File: src/rtl/dmem_pkg.sv
// shared types and constants of the depth motion energy meter
// no dependencies
package dmem_pkg;

    localparam int DEPTH_W   = 13;
    localparam int PPC_W     = 12;
    localparam int TOTAL_W   = 27;
    localparam int LEVEL_W   = 16;
    localparam int S_TDATA_W = 16;
    localparam int CFG_IDX_W = 2;
    localparam int CFG_W     = 13;

    localparam logic [CFG_IDX_W-1:0] REG_PPC       = 2'd0;
    localparam logic [CFG_IDX_W-1:0] REG_JUMP      = 2'd1;
    localparam logic [CFG_IDX_W-1:0] REG_MAP_LOW   = 2'd2;
    localparam logic [CFG_IDX_W-1:0] REG_MAP_HIGH  = 2'd3;

    localparam logic [PPC_W-1:0]   PPC_RST      = 12'd768;
    localparam logic [DEPTH_W-1:0] JUMP_RST     = 13'd2700;
    localparam logic [DEPTH_W-1:0] MAP_LOW_RST  = 13'd30;
    localparam logic [DEPTH_W-1:0] MAP_HIGH_RST = 13'd130;

    localparam logic [TOTAL_W-1:0] TOTAL_MAX = {TOTAL_W{1'b1}};
    localparam logic [LEVEL_W-1:0] LEVEL_MAX = {LEVEL_W{1'b1}};

    typedef struct packed {
        logic clear;
        logic capture;
        logic walk;
        logic accum;
        logic mul_div;
        logic mul_map;
        logic sub_num;
        logic norm;
        logic check;
        logic prep;
        logic div_step;
        logic out_load;
        logic frame_done;
    } t_dp_cmd;

    typedef struct packed {
        logic clear_done;
        logic rd_last;
        logic last;
        logic need_div;
        logic div_last;
        logic out_free;
    } t_dp_sts;

endpackage

File: src/rtl/dmem_ctrl.sv
// sequencer of the depth motion energy meter
// depends on dmem_pkg, drives the commands of dmem_datapath
module dmem_ctrl
    import dmem_pkg::*;
(
    input  logic    i_clk,
    input  logic    i_rst_n,
    input  logic    i_s_axis_tvalid,
    input  t_dp_sts i_sts,
    output logic    o_s_axis_tready,
    output t_dp_cmd o_cmd
);

    typedef enum logic [3:0] {
        ST_CLEAR,
        ST_IDLE,
        ST_WALK,
        ST_DRAIN,
        ST_ACCUM,
        ST_MUL1,
        ST_MUL2,
        ST_SUBT,
        ST_NORM,
        ST_CHECK,
        ST_PREP,
        ST_DIV,
        ST_OUT
    } t_state;

    t_state r_state;

    always_ff @(posedge i_clk) begin
        if (!i_rst_n) begin
            r_state <= ST_CLEAR;
        end else begin
            unique case (r_state)
                ST_CLEAR: if (i_sts.clear_done) r_state <= ST_IDLE;
                ST_IDLE:  if (i_s_axis_tvalid) r_state <= ST_WALK;
                ST_WALK:  if (i_sts.rd_last) r_state <= ST_DRAIN;
                ST_DRAIN: r_state <= ST_ACCUM;
                ST_ACCUM: r_state <= i_sts.last ? ST_MUL1 : ST_IDLE;
                ST_MUL1:  r_state <= ST_MUL2;
                ST_MUL2:  r_state <= ST_SUBT;
                ST_SUBT:  r_state <= ST_NORM;
                ST_NORM:  r_state <= ST_CHECK;
                ST_CHECK: r_state <= i_sts.need_div ? ST_PREP : ST_OUT;
                ST_PREP:  r_state <= ST_DIV;
                ST_DIV:   if (i_sts.div_last) r_state <= ST_OUT;
                ST_OUT:   if (i_sts.out_free) r_state <= ST_IDLE;
                default:  r_state <= ST_CLEAR;
            endcase
        end
    end

    always_comb begin
        o_cmd            = '0;
        o_cmd.clear      = (r_state == ST_CLEAR);
        o_cmd.capture    = (r_state == ST_IDLE) && i_s_axis_tvalid;
        o_cmd.walk       = (r_state == ST_WALK);
        o_cmd.accum      = (r_state == ST_ACCUM);
        o_cmd.mul_div    = (r_state == ST_MUL1);
        o_cmd.mul_map    = (r_state == ST_MUL2);
        o_cmd.sub_num    = (r_state == ST_SUBT);
        o_cmd.norm       = (r_state == ST_NORM);
        o_cmd.check      = (r_state == ST_CHECK);
        o_cmd.prep       = (r_state == ST_PREP);
        o_cmd.div_step   = (r_state == ST_DIV);
        o_cmd.out_load   = (r_state == ST_OUT) && i_sts.out_free;
        o_cmd.frame_done = (r_state == ST_OUT) && i_sts.out_free;
    end

    assign o_s_axis_tready = (r_state == ST_IDLE);

endmodule

File: config.mk
export PLATFORM = sky130hd
export DESIGN_NAME = dmem_ctrl
export DESIGN_NICKNAME = d
export VERILOG_FILES = /design/src/rtl/dmem_pkg.sv /design/src/rtl/dmem_ctrl.sv
export SDC_FILE = /design/constraint.sdc
export NUM_CORES = 1
export LEC_CHECK = 0
export BUFFER_PORTS_ARGS = -buffer_cell sky130_fd_sc_hd__buf_2
export CAP_MARGIN = 10
export CORE_AREA = 10 10 47 49
export DETAILED_ROUTE_END_ITERATION = 8
export DIE_AREA = 0 0 57 59
export MAX_ROUTING_LAYER = met4
export PLACE_DENSITY = 0.7
export SYNTH_ARGS = -nofsm -noshare
export SYNTH_HDL_FRONTEND = slang
export SYNTH_SLANG_ARGS = --single-unit
File: constraint.sdc
create_clock -name i_clk -period 1.5 [get_ports i_clk]
set_input_delay 0.075 -clock i_clk [delete_from_list [all_inputs] [get_ports i_clk]]
set_output_delay 0.075 -clock i_clk [all_outputs]
set_load 0.02 [all_outputs]
; After elaboration in Yosys (flattened, before gate mapping)
; Index checks and enable logic that the tools add are counted.
[totals]
regBits = 4
latch_bits = 0
ram_bits = 0
rom_bits = 0
n_memories = 0
[classes]
n_addsub = 0
n_mul = 0
n_div = 0
order_cmp = 0
n_eq_ne = 17
shift = 0
n_mux = 8
bitwise_logic = 0
reduce_logical = 4
[op_table]
columns = op, count
row1 = $pmux 4 s13, 1
row2 = $eq 4x4->1 const B, 5
row3 = $mux 4, 5
row4 = $eq 4x3->1 const B, 4
row5 = $ne 2x2->1 const B, 5
row6 = $eq 4x2->1 const B, 2
row7 = $mux 3, 2
row8 = $reduce_and 5->1, 1
row9 = $eq 4x1->1 const B, 1
row10 = $logic_not 4->1, 1
row11 = $logic_and 1x1->1, 2

; Depth between registers and ports, before layout
; Gate-level depths: netlist of run 1.
[logic_depth]
word_depth = 3
ltp_mapped = 5

; Worst setup path after synthesis of run 1
; No wires, ideal clock.
[synth_timing]
path_kind = reg-to-output
from = register r_state[0]
to = output o_cmd[1] (netlist name)
arrival_ps = 1718
required_ps = 1425
slack_ps = -293
stages_incl_launch_ff = 4
n_path_buf = 2
path_cell_list = dfxtp_1 -> clkbuf_1 -> nor4b_1 -> buf_4
[synth_rtl]
columns = element, line_no
row1 = from (decl), dmem_ctrl.sv:30  ; t_state r_state;
row2 = from (signal assigned), dmem_ctrl.sv:41  ; ST_ACCUM: r_state <= i_sts.last ? ST_MUL1 : ST_IDLE;
row3 = from (signal assigned), dmem_ctrl.sv:46  ; ST_CHECK: r_state <= i_sts.need_div ? ST_PREP : ST_OUT;
row4 = to (decl), dmem_ctrl.sv:11  ; output t_dp_cmd o_cmd

; Final worst setup path of run 1
[layout_timing]
from = register r_state[3]
to = register r_state[2]
[layout_via]
elab_chain_len = 3
elab_cells_between_ends = 20
cone_classes = eq/ne (17) / mux (1) / reduce/logical (2)
[layout_rtl]
columns = element, line_no
row1 = $eq 4x2->1 (tied with other cells), dmem_ctrl.sv:36  ; unique case (r_state)
row2 = $ne 2x2->1 (no line), n/a
row3 = $reduce_and 5->1 (no line), n/a
; Several ways; a longest one is shown, not always the timed one.
; A chain may end at the register's enable or synchronous reset.

==> metrics.txt, run 1 <==
result of the run finished with violations; violations in the final reports negative setup slack; global-route met2 utilization 16.28%; # Max-Cap Violations 0; top area cells in the synthesized netlist sky130_fd_sc_hd__dfxtp_1 (19%), sky130_fd_sc_hd__nor3_1 (7.1%), sky130_fd_sc_hd__nor2_1 (6.2%); final count of hold timing violations 0; max_slew headroom 74.45%; maximum number of pins on one net before global-route repair 13; Iter 0 DRT Violations 11; number of flip-flops in the largest register 4; fraction of the mapped netlist area in simple logic gates 49.55%; Fillers 134; CTS Root Cell sky130_fd_sc_hd__clkbuf_4; slew at the pin closest to its max-slew limit 0.3801 ns; Area growth, synth to finish 82.49%; Startpoint Class flop; io pins 23; number of enable-type register cells in the synthesized netlist 0; die outline width 57 um; Final Critical Period 1.501 ns; slowest stage cell on the critical path sky130_fd_sc_hd__or4b_4; Port Buffer Count 22; hold path depth 3; number of placed cells counting well taps 102; remaining antenna violation count 0; number of distinct library cells after synthesis 31; Buffers & Inverters on Critical Path 0; Warnings, synthesis 0; series of cell instances along the critical path or4b_4 > a21oi_4 > nor4_2 > nor4_2; worst skew pair latency 0.24 ns; TritonCTS clock tree yes; endpoint of the most critical register-to-register path r_state[2]; routability cong. 0.8787; Post-DP HPWL 1144 um; setup slack of the worst register-to-register path -0.0006 ns; WL per Instance 15.35 um; total nets after synthesis 67; category of the critical setup timing path flop to flop; number of antenna diodes 0; global-route wire length before repair 2352 um; Fmax 0.6664 GHz; #FFs+latches synth 4; H-tree levels 1; number of placement rows 14; total power draw 824.0 uW; total gr overflow 0; overall global routing resource usage 8.622%; starting density of the core 30.09%; layout cell share with drive strength beyond 1 61.70%; final wirelength 1688 um; Hold Startpoint i_rst_n; worst reg2reg startpoint r_state[3]; end of the worst hold path r_state[2]; smallest hold slack 0.1214 ns; die span in y 59 um; most congested layer reported by global routing met2; clock sinks 4; Post-Route Skew 0.007933 ns; Worst Reg-to-Reg Cells 4; Power Dens Cells 1071 nW/um^2; cell mode on critical path sky130_fd_sc_hd__nor4_2; clock-pin slew of the registers on the worst-case setup and hold paths 0.04 ns; post-synth top area cell sky130_fd_sc_hd__dfxtp_1; area share of the largest cell type after synthesis 18.99%; Hold/Removal Path Class primary input to flop; sequential fraction of the synthesis area 18.99%; largest family of logic cells by synthesized area simple AND/OR/NAND/NOR gates; total die area 3363 sq um; ys async rst share 0%; biggest regs r_state (4); maximum VDD drop 579.5 uV; met1 demand-to-capacity share in global routing 8.205%; number of buffers created by CTS 3; number of global-route vias before repair 548; area of the mapped netlist 421.7 sq um; total DRC errors in the routed layout 0; DR vias 575; nature of the critical path endpoint flop; number of antenna violations at the first check in global routing 0; post-synthesis adder-cell area fraction 0%; stage delay of the slowest cell on the critical path 0.56 ns; arrival time worst endpoint 1.65 ns; Via-to-Cell Ratio 5.227; area of the core 1401 sq um; first drt pass iteration count 4; number of standard cells in the layout, taps in and fillers out 110; xor and xnor fraction of the mapped netlist area 0%; maximum fanout count along the critical path 7; Lkg Pwr 0.3407 nW; number of nets in the layout 105; Crit path required time 1.65 ns; gate count after technology mapping 58; unrepaired setup endpoints after global routing yes; cell family with the largest share of critical-path delay simple AND/OR/NAND/NOR gates; Most flops, register r_state; mux share of post-synthesis cell area 0%; number of pins exceeding their max-slew limit in the final report 0; leading register cell type out of synthesis sky130_fd_sc_hd__dfxtp_1; final setup violation count 1; Hold-fix buffers, CTS 0; fin crit share 100.0%; final setup slack of the worst path -0.0005613 ns; GR Layer Usage met3 1.717%; clk buf depth 2; Mean Syn Cell Area 7.270 sq um; complex-gate fraction of the synthesized area 24.33%
## worst register-to-register path: stages, from the launching register on
cell,delay [ns]
sky130_fd_sc_hd__dfxtp_2,0.34
sky130_fd_sc_hd__or4b_4,0.56
sky130_fd_sc_hd__a21oi_4,0.19
sky130_fd_sc_hd__nor4_2,0.07
sky130_fd_sc_hd__nor4_2,0.24
## repair_timing
action	4_1_cts	5_1_grt
endpoints found under the setup margin	6	11
cloned	0	0
buffers inserted	2	3
pin swaps	0	1
gates resized for setup	7	18
## how the worst max path moves through the flow
stage | startpoint | end | slack (ns) | cells after the start
global route | r_state[3] | r_state[2] | -0.05 | 4
detailed placement | r_state[3] | r_state[2] | 0.001 | 4
CTS | r_state[3] | o_cmd[9] | -0.001 | 5
finish | r_state[3] | r_state[2] | -0.0006 | 4
global placement | r_state[1] | r_state[0] | 0.03 | 6
floorplan | r_state[0] | r_state[3] | 0.01 | 4
## cells by family after synthesis
logic type | count (synthesis)
AND/OR/NAND/NOR | 34
AO/OA/AOI/OAI | 14
buffers and inverters | 6
flip-flops | 4
## metrics by stage
step	setup slack (ns)	utilization, %	instance area [sq um]	TNS, ns
detailed placement	0.001012	43.84	614.3	0
global placement	0.02825	43.84	614.3	0
finish	-0.0005613	54.91	769.5	-0.0005613
global route	-0.04552	54.91	769.5	-0.1338
floorplan	0.01096	-	427.9	0
CTS	-0.001328	47.86	670.6	-0.002372
## cell usage in the layout (no fill, tap or decap), types with 2 or more instances in the layout
cell,n
sky130_fd_sc_hd__nand2_1,3
sky130_fd_sc_hd__dfxtp_2,3
sky130_fd_sc_hd__nor3_4,2
sky130_fd_sc_hd__nand2b_1,2
sky130_fd_sc_hd__nor2_1,6
sky130_fd_sc_hd__a21boi_1,2
sky130_fd_sc_hd__buf_6,6
sky130_fd_sc_hd__buf_2,17
sky130_fd_sc_hd__clkbuf_4,3
sky130_fd_sc_hd__nor3_1,4
sky130_fd_sc_hd__o21ai_0,3
sky130_fd_sc_hd__buf_4,15
sky130_fd_sc_hd__o21ai_1,2
sky130_fd_sc_hd__nor4_2,3
## where the power goes
group | switching, mW | internal (mW) | total [mW] | leakage, nW
clock network | 0.0478 | 0.0897 | 0.137 | 0.0138
logic | 0.281 | 0.249 | 0.531 | 0.293
registers | 0.0266 | 0.129 | 0.156 | 0.0341
## per-layer routing
metal  up-vias  routed length, um
met5         -                  0
met4         0                 21
met3         2                 63
met2        20                924
met1       265                678
li1        288                  -
## cell type report
class                      instances  area, sq um  share of cell area (%)
multi-input combinational         48        374.1                   48.62
timing repair buffer              38        265.3                   34.47
sequential                         4        83.83                   10.89
clock buffer                       3        22.52                   2.927
tap                               16        20.02                   2.602
inverter                           1        3.754                  0.4878
## synthesized netlist by cell type, drive strengths merged (2+ instances only)
cell / number
a21boi: 2
a21oi: 3
buf: 4
dfxtp: 4
nand2: 3
nand2b: 3
nor2: 7
nor3: 6
nor4: 4
o21ai: 5
Power figures use the tool's default switching activity.
==> inputs of run 2 (changes only) <==
--- a/config.mk
+++ b/config.mk
@@ -11,7 +11,7 @@
 export DETAILED_ROUTE_END_ITERATION = 8
 export DIE_AREA = 0 0 57 59
 export MAX_ROUTING_LAYER = met4
-export PLACE_DENSITY = 0.7
+export PLACE_DENSITY = 0.68
 export SYNTH_ARGS = -nofsm -noshare
 export SYNTH_HDL_FRONTEND = slang
 export SYNTH_SLANG_ARGS = --single-unit
==> constraint.sdc (replaced) <==
create_clock -name i_clk -period 1.85 [get_ports i_clk]
set_input_delay 0.0925 -clock i_clk [delete_from_list [all_inputs] [get_ports i_clk]]
set_output_delay 0.0925 -clock i_clk [all_outputs]
set_load 0.02 [all_outputs]
==> run 2 against run 1 <==
  * The run now ends clean
  * Clock power down 17%
  * Critical path depth unchanged
  * Routed wire length down 25%
  * Fmax down 3.1%
  * Cell area down 24%
  * Global-route usage down 0.81 points
  * Largest power group unchanged
==> metrics.txt, run 2 (synthesis gave the netlist of run 1 again) <==
final count of hold timing violations 0 (unchanged); Most flops, register r_state (unchanged); category of the critical setup timing path flop to flop (unchanged); most congested layer reported by global routing met2 (unchanged); global-route wire length before repair 2056 um (was 2352 um); stage delay of the slowest cell on the critical path 0.53 ns (was 0.56 ns); Post-DP HPWL 1044 um (was 1144 um); clock sinks 4 (unchanged); Via-to-Cell Ratio 5.081 (was 5.227); final sum of negative setup slack 0 ns (was -0.0005613 ns); result of the run finished, final reports clean (was finished with violations); series of cell instances along the critical path or4b_4 > a21oi_4 > nor4_1 > nor4_2 (was or4b_4 > a21oi_4 > nor4_2 > nor4_2); WL per Instance 12.85 um (was 15.35 um); Post-Route Skew 0.008561 ns (was 0.007933 ns); clock-pin slew of the registers on the worst-case setup and hold paths 0.04 ns (about the same); # Max-Cap Violations 0 (unchanged); Iter 0 DRT Violations 7 (was 11); unrepaired setup endpoints after global routing no (was yes); H-tree levels 1 (unchanged); met1 demand-to-capacity share in global routing 7.701% (was 8.205%); CTS Root Cell sky130_fd_sc_hd__clkbuf_4 (unchanged); number of nets in the layout 94 (was 105); most frequent standard cell in the layout excluding fill and tap cells sky130_fd_sc_hd__buf_2 (unchanged); biggest regs r_state (4) (unchanged); arrival time worst endpoint 1.70 ns (was 1.65 ns); io pins 23 (unchanged); most used cells in the layout excluding fill and tap cells sky130_fd_sc_hd__buf_2 (22), sky130_fd_sc_hd__nor2_1 (7), sky130_fd_sc_hd__nor3_1 (6), sky130_fd_sc_hd__buf_4 (5) (was sky130_fd_sc_hd__buf_2 (17), sky130_fd_sc_hd__buf_4 (15), sky130_fd_sc_hd__nor2_1 (6), sky130_fd_sc_hd__buf_6 (6), sky130_fd_sc_hd__nor3_1 (4)); GR Layer Usage met3 3.219% (was 1.717%); area of the core 1401 sq um (unchanged); slew at the pin closest to its max-slew limit 0.3030 ns (was 0.3801 ns); overall global routing resource usage 7.812% (was 8.622%); maximum VDD drop 499.3 uV (was 579.5 uV); number of buffers created by CTS 3 (unchanged); Lkg Pwr 0.2682 nW (was 0.3407 nW); starting density of the core 30.09% (unchanged); total DRC errors in the routed layout 0 (unchanged); fin crit share 83.74% (was 100.0%); DR vias 503 (was 575); slowest stage cell on the critical path sky130_fd_sc_hd__or4b_4 (unchanged); number of flip-flops in the largest register 4 (unchanged); final cell utilization of the core 41.88% (was 54.91%); Port Buffer Count 22 (unchanged); clk buf depth 2 (unchanged); number of global-route vias before repair 476 (was 548); smallest hold slack 0.1276 ns (was 0.1214 ns); worst skew pair latency 0.25 ns (was 0.24 ns); design area 586.8 sq um (was 769.5 sq um); total gr overflow 0 (unchanged); first drt pass iteration count 2 (was 4); maximum fanout count along the critical path 10 (was 7); die span in y 59 um (unchanged); maximum number of pins on one net before global-route repair 17 (was 13); layout cell share with drive strength beyond 1 43.37% (was 61.70%); number of antenna diodes 0 (unchanged); global-route met2 utilization 12.56% (was 16.28%); number of antenna violations at the first check in global routing 0 (unchanged); Area growth, synth to finish 39.17% (was 82.49%); Startpoint Class flop (unchanged); Crit path required time 2.01 ns (was 1.65 ns); remaining antenna violation count 0 (unchanged); Hold-fix buffers, CTS 0 (unchanged); nature of the critical path endpoint flop (unchanged); die outline width 57 um (unchanged); Power Dens Cells 906.7 nW/um^2 (was 1071 nW/um^2); Fmax 0.6455 GHz (was 0.6664 GHz); final wirelength 1272 um (was 1688 um); max_slew headroom 79.52% (was 74.45%); TritonCTS clock tree yes (unchanged); total die area 3363 sq um (unchanged); number of placement rows 14 (unchanged); number of pins exceeding their max-slew limit in the final report 0 (unchanged); Final Critical Period 1.549 ns (was 1.501 ns); routability cong. 0.8897 (was 0.8787); Hold/Removal Path Class primary input to flop (unchanged); final setup violation count 0 (was 1); standard cell area after detailed placement 563.0 sq um (was 614.3 sq um)
## run 2: worst paths after layout
kind	start	endpoint	slack, ns	cells after the start
max	r_state[1]	r_state[2]	0.30	4
min	i_rst_n	r_state[3]	0.13	2
max reg2reg	r_state[1]	r_state[2]	0.30	4
min reg2reg	r_state[2]	r_state[3]	0.69	2
## run 2: timing repair
| item | CTS | global route |
|---|---|---|
| setup buffers | 0 | 0 |
| endpoints found under the setup margin | 0 | 2 |
| gates resized for setup | 0 | 1 |
## run 2: worst max-delay path: cells and delay by family (launching register included)
family,cells,cell delay [ns]
DFF,1,0.46
AOI/OAI and AO/OA,1,0.16
and+or+nand+nor,3,0.84
## run 2: power breakdown
group          internal (mW)  switching [mW]  leakage, nW
registers              0.104          0.0330       0.0332
logic                  0.123           0.159        0.221
clock network         0.0729          0.0408       0.0138
## run 2: stage by stage
stage          power (mW)  setup WS [ns]  cells
3_3_place_gp       0.4196         0.2927     96
3_5_place_dp       0.4197         0.2555     96
5_1_grt            0.5769         0.1865     99
6_report           0.5320         0.3008     99
2_1_floorplan      0.3262        0.03936     58
4_1_cts            0.5400         0.1508     99
## run 2: metal layers
layer | part of all wire, % | routed length (um) | vias to the layer above
met5 | 0 | 0 | -
met4 | 2.5 | 32 | 0
met3 | 5.4 | 69 | 5
met2 | 51 | 647 | 11
met1 | 41 | 522 | 220
li1 | - | - | 267
## run 2: final cells by class
class	count	area, sq um
clock buffer	3	22.52
fill	147	814.5
inverter	1	3.754
multi-input combinational	48	311.5
sequential	4	81.33
tap	16	20.02
timing repair buffer	27	147.6
==> inputs of run 3 (changes only) <==
--- a/config.mk
+++ b/config.mk
@@ -5,13 +5,14 @@
 export SDC_FILE = /design/constraint.sdc
 export NUM_CORES = 1
 export LEC_CHECK = 0
+export ABC_AREA = 1
 export BUFFER_PORTS_ARGS = -buffer_cell sky130_fd_sc_hd__buf_2
 export CAP_MARGIN = 10
 export CORE_AREA = 10 10 47 49
 export DETAILED_ROUTE_END_ITERATION = 8
 export DIE_AREA = 0 0 57 59
 export MAX_ROUTING_LAYER = met4
-export PLACE_DENSITY = 0.68
+export PLACE_DENSITY = 0.69
 export SYNTH_ARGS = -nofsm -noshare
 export SYNTH_HDL_FRONTEND = slang
 export SYNTH_SLANG_ARGS = --single-unit
==> constraint.sdc (replaced) <==
create_clock -name i_clk -period 1.45 [get_ports i_clk]
set_input_delay 0.0725 -clock i_clk [delete_from_list [all_inputs] [get_ports i_clk]]
set_output_delay 0.0725 -clock i_clk [all_outputs]
set_load 0.02 [all_outputs]
==> run 3 against run 2 <==
  * First-iteration DRC count is 29% lower
  * Combinational power increased to 3.1 times the previous value
  * Largest power group unchanged
  * Critical path type is now flop to output pin
  * Non-clock buffer count down 5
  * Die area unchanged
  * Clock skew decreased by 0.0076 ns
  * Synthesized cell count increased by 40%
  * Final cell count is 21% higher
  * Register-to-register slack worse by 0.12 ns
  * Area after synthesis up 3.9%
  * Clock power is 18% higher
  * Routed wire length is 0.63% higher
  * Hold slack lost 0.036 ns
==> metrics.txt, run 3 <==
result of the run finished, final reports clean (unchanged); number of pins exceeding their max-slew limit in the final report 0 (unchanged); Post-Route Skew 0.0009724 ns (was 0.008561 ns); # Max-Cap Violations 0 (unchanged); number of buffers created by CTS 3 (unchanged); final wirelength 1280 um (was 1272 um); Seq pwr share 21.1% (was 25.7%); Fillers 170 (was 147); Switching Power 721.5 uW (was 233.0 uW); global-route wire length before repair 2166 um (was 2056 um); setup slack at placement 0.1156 ns (was 0.2555 ns); total die area 3363 sq um (unchanged); number of distinct library cells after synthesis 17 (was 31); design internal power 552.5 uW (was 299.0 uW); Warnings, synthesis 0 (unchanged); number of antenna violations at the first check in global routing 0 (unchanged); Buffers & Inverters on Critical Path 4 (was 0); number of placement rows 14 (unchanged); number of nets in the layout 115 (was 94); gate count after technology mapping 81 (was 58); flip-flop and latch area 83.83 sq um (was 81.33 sq um); cell family with the largest share of critical-path delay flip-flops (was simple AND/OR/NAND/NOR gates); clock sinks 4 (unchanged); category of the critical setup timing path flop to output pin (was flop to flop); setup slack of the worst register-to-register path 0.18 ns (was 0.30 ns); Final Critical Period 1.301 ns; starting density of the core 31.25% (was 30.09%); total gr overflow 0 (unchanged); sequential fraction of the synthesis area 18.29% (was 18.99%); final cell utilization of the core 41.25% (was 41.88%); Fmax 0.7689 GHz; Area growth, synth to finish 32.00% (was 39.17%); final setup violation count 0 (unchanged); clock-pin slew of the registers on the worst-case setup and hold paths 0.04 ns (about the same); final setup slack of the worst path 0.1494 ns (was 0.3008 ns); layout cell share with drive strength beyond 1 39.42% (was 43.37%); share of total power in the clock network 10.6% (was 21.4%); Combinational Power Share 68.4% (was 53.0%); Startpoint Class flop (unchanged); die span in y 59 um (unchanged); area share of the largest cell type after synthesis 19.71% (was 18.99%); first drt pass iteration count 4 (was 2); io pins 23 (unchanged); #FFs+latches synth 4 (unchanged); WL per Instance 10.67 um (was 12.85 um); final count of hold timing violations 0 (unchanged); most used cells in the layout excluding fill and tap cells sky130_fd_sc_hd__nor2_1 (22), sky130_fd_sc_hd__buf_2 (22), sky130_fd_sc_hd__nand2_1 (19), sky130_fd_sc_hd__inv_1 (11), sky130_fd_sc_hd__nand3_1 (5) (was sky130_fd_sc_hd__buf_2 (22), sky130_fd_sc_hd__nor2_1 (7), sky130_fd_sc_hd__nor3_1 (6), sky130_fd_sc_hd__buf_4 (5)); total nets after synthesis 90 (was 67); slew at the pin closest to its max-slew limit 0.2723 ns (was 0.3030 ns); Crit path required time 1.38 ns (was 2.01 ns); final sum of negative setup slack 0 ns (unchanged); routability cong. 0.8256 (was 0.8897); number of global-route vias before repair 518 (was 476); overall global routing resource usage 8.185% (was 7.812%); Worst Reg-to-Reg Cells 9 (was 4); stage delay of the slowest cell on the critical path 0.46 ns (was 0.53 ns); clk buf depth 2 (unchanged); remaining antenna violation count 0 (unchanged); Lkg Pwr 0.3699 nW (was 0.2682 nW); max_slew headroom 81.82% (was 79.52%); series of cell instances along the critical path inv_1 > nand2_2 > inv_1 > nand2_1 > inv_1 > buf_2 (was or4b_4 > a21oi_4 > nor4_1 > nor4_2); area of the mapped netlist 437.9 sq um (was 421.7 sq um); unrepaired setup endpoints after global routing no (unchanged); Via-to-Cell Ratio 4.367 (was 5.081); number of antenna diodes 0 (unchanged); Post-DP HPWL 1100 um (was 1044 um); slowest stage cell on the critical path sky130_fd_sc_hd__dfxtp_1 (was sky130_fd_sc_hd__or4b_4); H-tree levels 1 (unchanged); post-synth top area cell sky130_fd_sc_hd__nor2_1 (was sky130_fd_sc_hd__dfxtp_1); Most flops, register r_state (unchanged); total power draw 1.274 mW (was 532.0 uW); Port Buffer Count 22 (unchanged); TritonCTS clock tree yes (unchanged); leading register cell type out of synthesis sky130_fd_sc_hd__dfxtp_1 (unchanged); biggest regs r_state (4) (unchanged); total DRC errors in the routed layout 0 (unchanged); CTS Root Cell sky130_fd_sc_hd__clkbuf_4 (unchanged); area of the core 1401 sq um (unchanged); maximum VDD drop 1073 uV (was 499.3 uV); top area cells in the synthesized netlist sky130_fd_sc_hd__nor2_1 (20%), sky130_fd_sc_hd__dfxtp_1 (18%), sky130_fd_sc_hd__nand2_1 (16%) (was sky130_fd_sc_hd__dfxtp_1 (19%), sky130_fd_sc_hd__nor3_1 (7.1%), sky130_fd_sc_hd__nor2_1 (6.2%)); fin crit share 89.70%; Hold/Removal Path Class primary input to flop (unchanged); most instantiated library cell after synthesis sky130_fd_sc_hd__nor2_1 (unchanged); Power Dens Cells 2204 nW/um^2 (was 906.7 nW/um^2); Iter 0 DRT Violations 5 (was 7); maximum number of pins on one net before global-route repair 9 (was 17); area of combinational cells with multiple inputs 289.0 sq um (was 311.5 sq um); number of flip-flops in the largest register 4 (unchanged); nature of the critical path endpoint output pin (was flop); CP Launch Point r_state[3] (was r_state[1]); end of the critical path o_cmd[8] (was r_state[2]); ys async rst share 0% (unchanged); top cells by count, synth sky130_fd_sc_hd__nor2_1 (23), sky130_fd_sc_hd__nand2_1 (19), sky130_fd_sc_hd__inv_1 (11), sky130_fd_sc_hd__nand3_1 (5) (was sky130_fd_sc_hd__nor2_1 (7), sky130_fd_sc_hd__nor3_1 (6), sky130_fd_sc_hd__dfxtp_1 (4)); arrival time worst endpoint 1.23 ns (was 1.70 ns); worst skew pair latency 0.23 ns (was 0.25 ns); switching power share of the total 56.63% (was 43.80%); Mean Syn Cell Area 5.406 sq um (was 7.270 sq um); endpoint of the most critical register-to-register path r_state[1] (was r_state[2]); Worst path depth 6 (was 4); DR vias 524 (was 503); number of enable-type register cells in the synthesized netlist 0 (unchanged); maximum fanout count along the critical path 6 (was 10); cell mode on critical path sky130_fd_sc_hd__inv_1; worst reg2reg startpoint r_state[3] (was r_state[1]); die outline width 57 um (unchanged)
[run 3: changes by cell type after synthesis, moves of 4 or more]
cell / change
sky130_fd_sc_hd__nand3_1: +5
sky130_fd_sc_hd__nand2_1: +16
sky130_fd_sc_hd__nand2_2: +4
sky130_fd_sc_hd__nor3_1: -5
sky130_fd_sc_hd__inv_1: +11
sky130_fd_sc_hd__nor2_1: +16
[run 3: cell families (layout without fill, tap and decap cells)]
family                 after synthesis  in the layout  synth area share, %
and+or+nand+nor                     59             59                63.14
buffers and inverters               16             39                16.29
DFF                                  4              4                18.29
AOI/OAI and AO/OA                    2              2                2.284
[run 3: per-stage QoR]
stage	hold WS (ns)	area [sq um]	instances
3_5_place_dp	0.3380	549.3	117
6_report	0.09152	578.1	120
4_1_cts	0.08822	571.8	120
2_1_floorplan	0.1929	437.9	81
5_1_grt	0.1083	578.1	120
3_3_place_gp	0.3348	549.3	117
[run 3: worst min-delay path by stage]
stage | from | end | slack (ns) | cells past startpoint
final | i_rst_n | r_state[0] | 0.09 | 3
after floorplan | i_rst_n | r_state[0] | 0.19 | 2
after detailed placement | i_rst_n | r_state[0] | 0.34 | 3
after CTS | i_rst_n | r_state[0] | 0.09 | 3
after global routing | i_rst_n | r_state[2] | 0.11 | 3
after global placement | i_rst_n | r_state[0] | 0.33 | 3
[run 3: power groups by stage]
stage,clock (mW),combinational [mW],sequential [mW]
2_1_floorplan,0,0.724,0.218
3_3_place_gp,0,0.871,0.255
3_5_place_dp,0,0.873,0.258
4_1_cts,0.144,0.878,0.256
5_1_grt,0.147,0.984,0.285
6_report,0.135,0.871,0.268
[run 3: worst min-delay path: cells and delay by family]
| family | cells | cell delay, ns |
|---|---|---|
| simple gates | 2 | 0.09 |
| buf+inv | 1 | 0.12 |
[run 3: what timing repair did]
| item | CTS | global route |
|---|---|---|
| buffers inserted | 0 | 0 |
| hold buffers | 0 | 0 |
| endpoints found under the hold margin | 0 | 0 |
| resized for setup | 0 | 4 |
| setup endpoints to repair | 0 | 11 |
[run 3: final cells by class]
type / instances / share of cell area (%)
multi-input cells: 61 / 50.00
repair buffers: 22 / 19.05
well taps: 16 / 3.463
clock buffers: 3 / 3.896
flip-flops and latches: 4 / 14.50
inverters: 14 / 9.091
[run 3: routing by layer]
metal / vias to the layer above / track usage [%] / part of all wire [%]
li1: 288 / - / -
met4: 0 / 5.034 / 0.47
met1: 217 / 8.701 / 43
met5: - / - / 0
met3: 2 / 2.790 / 9.2
met2: 17 / 12.87 / 48
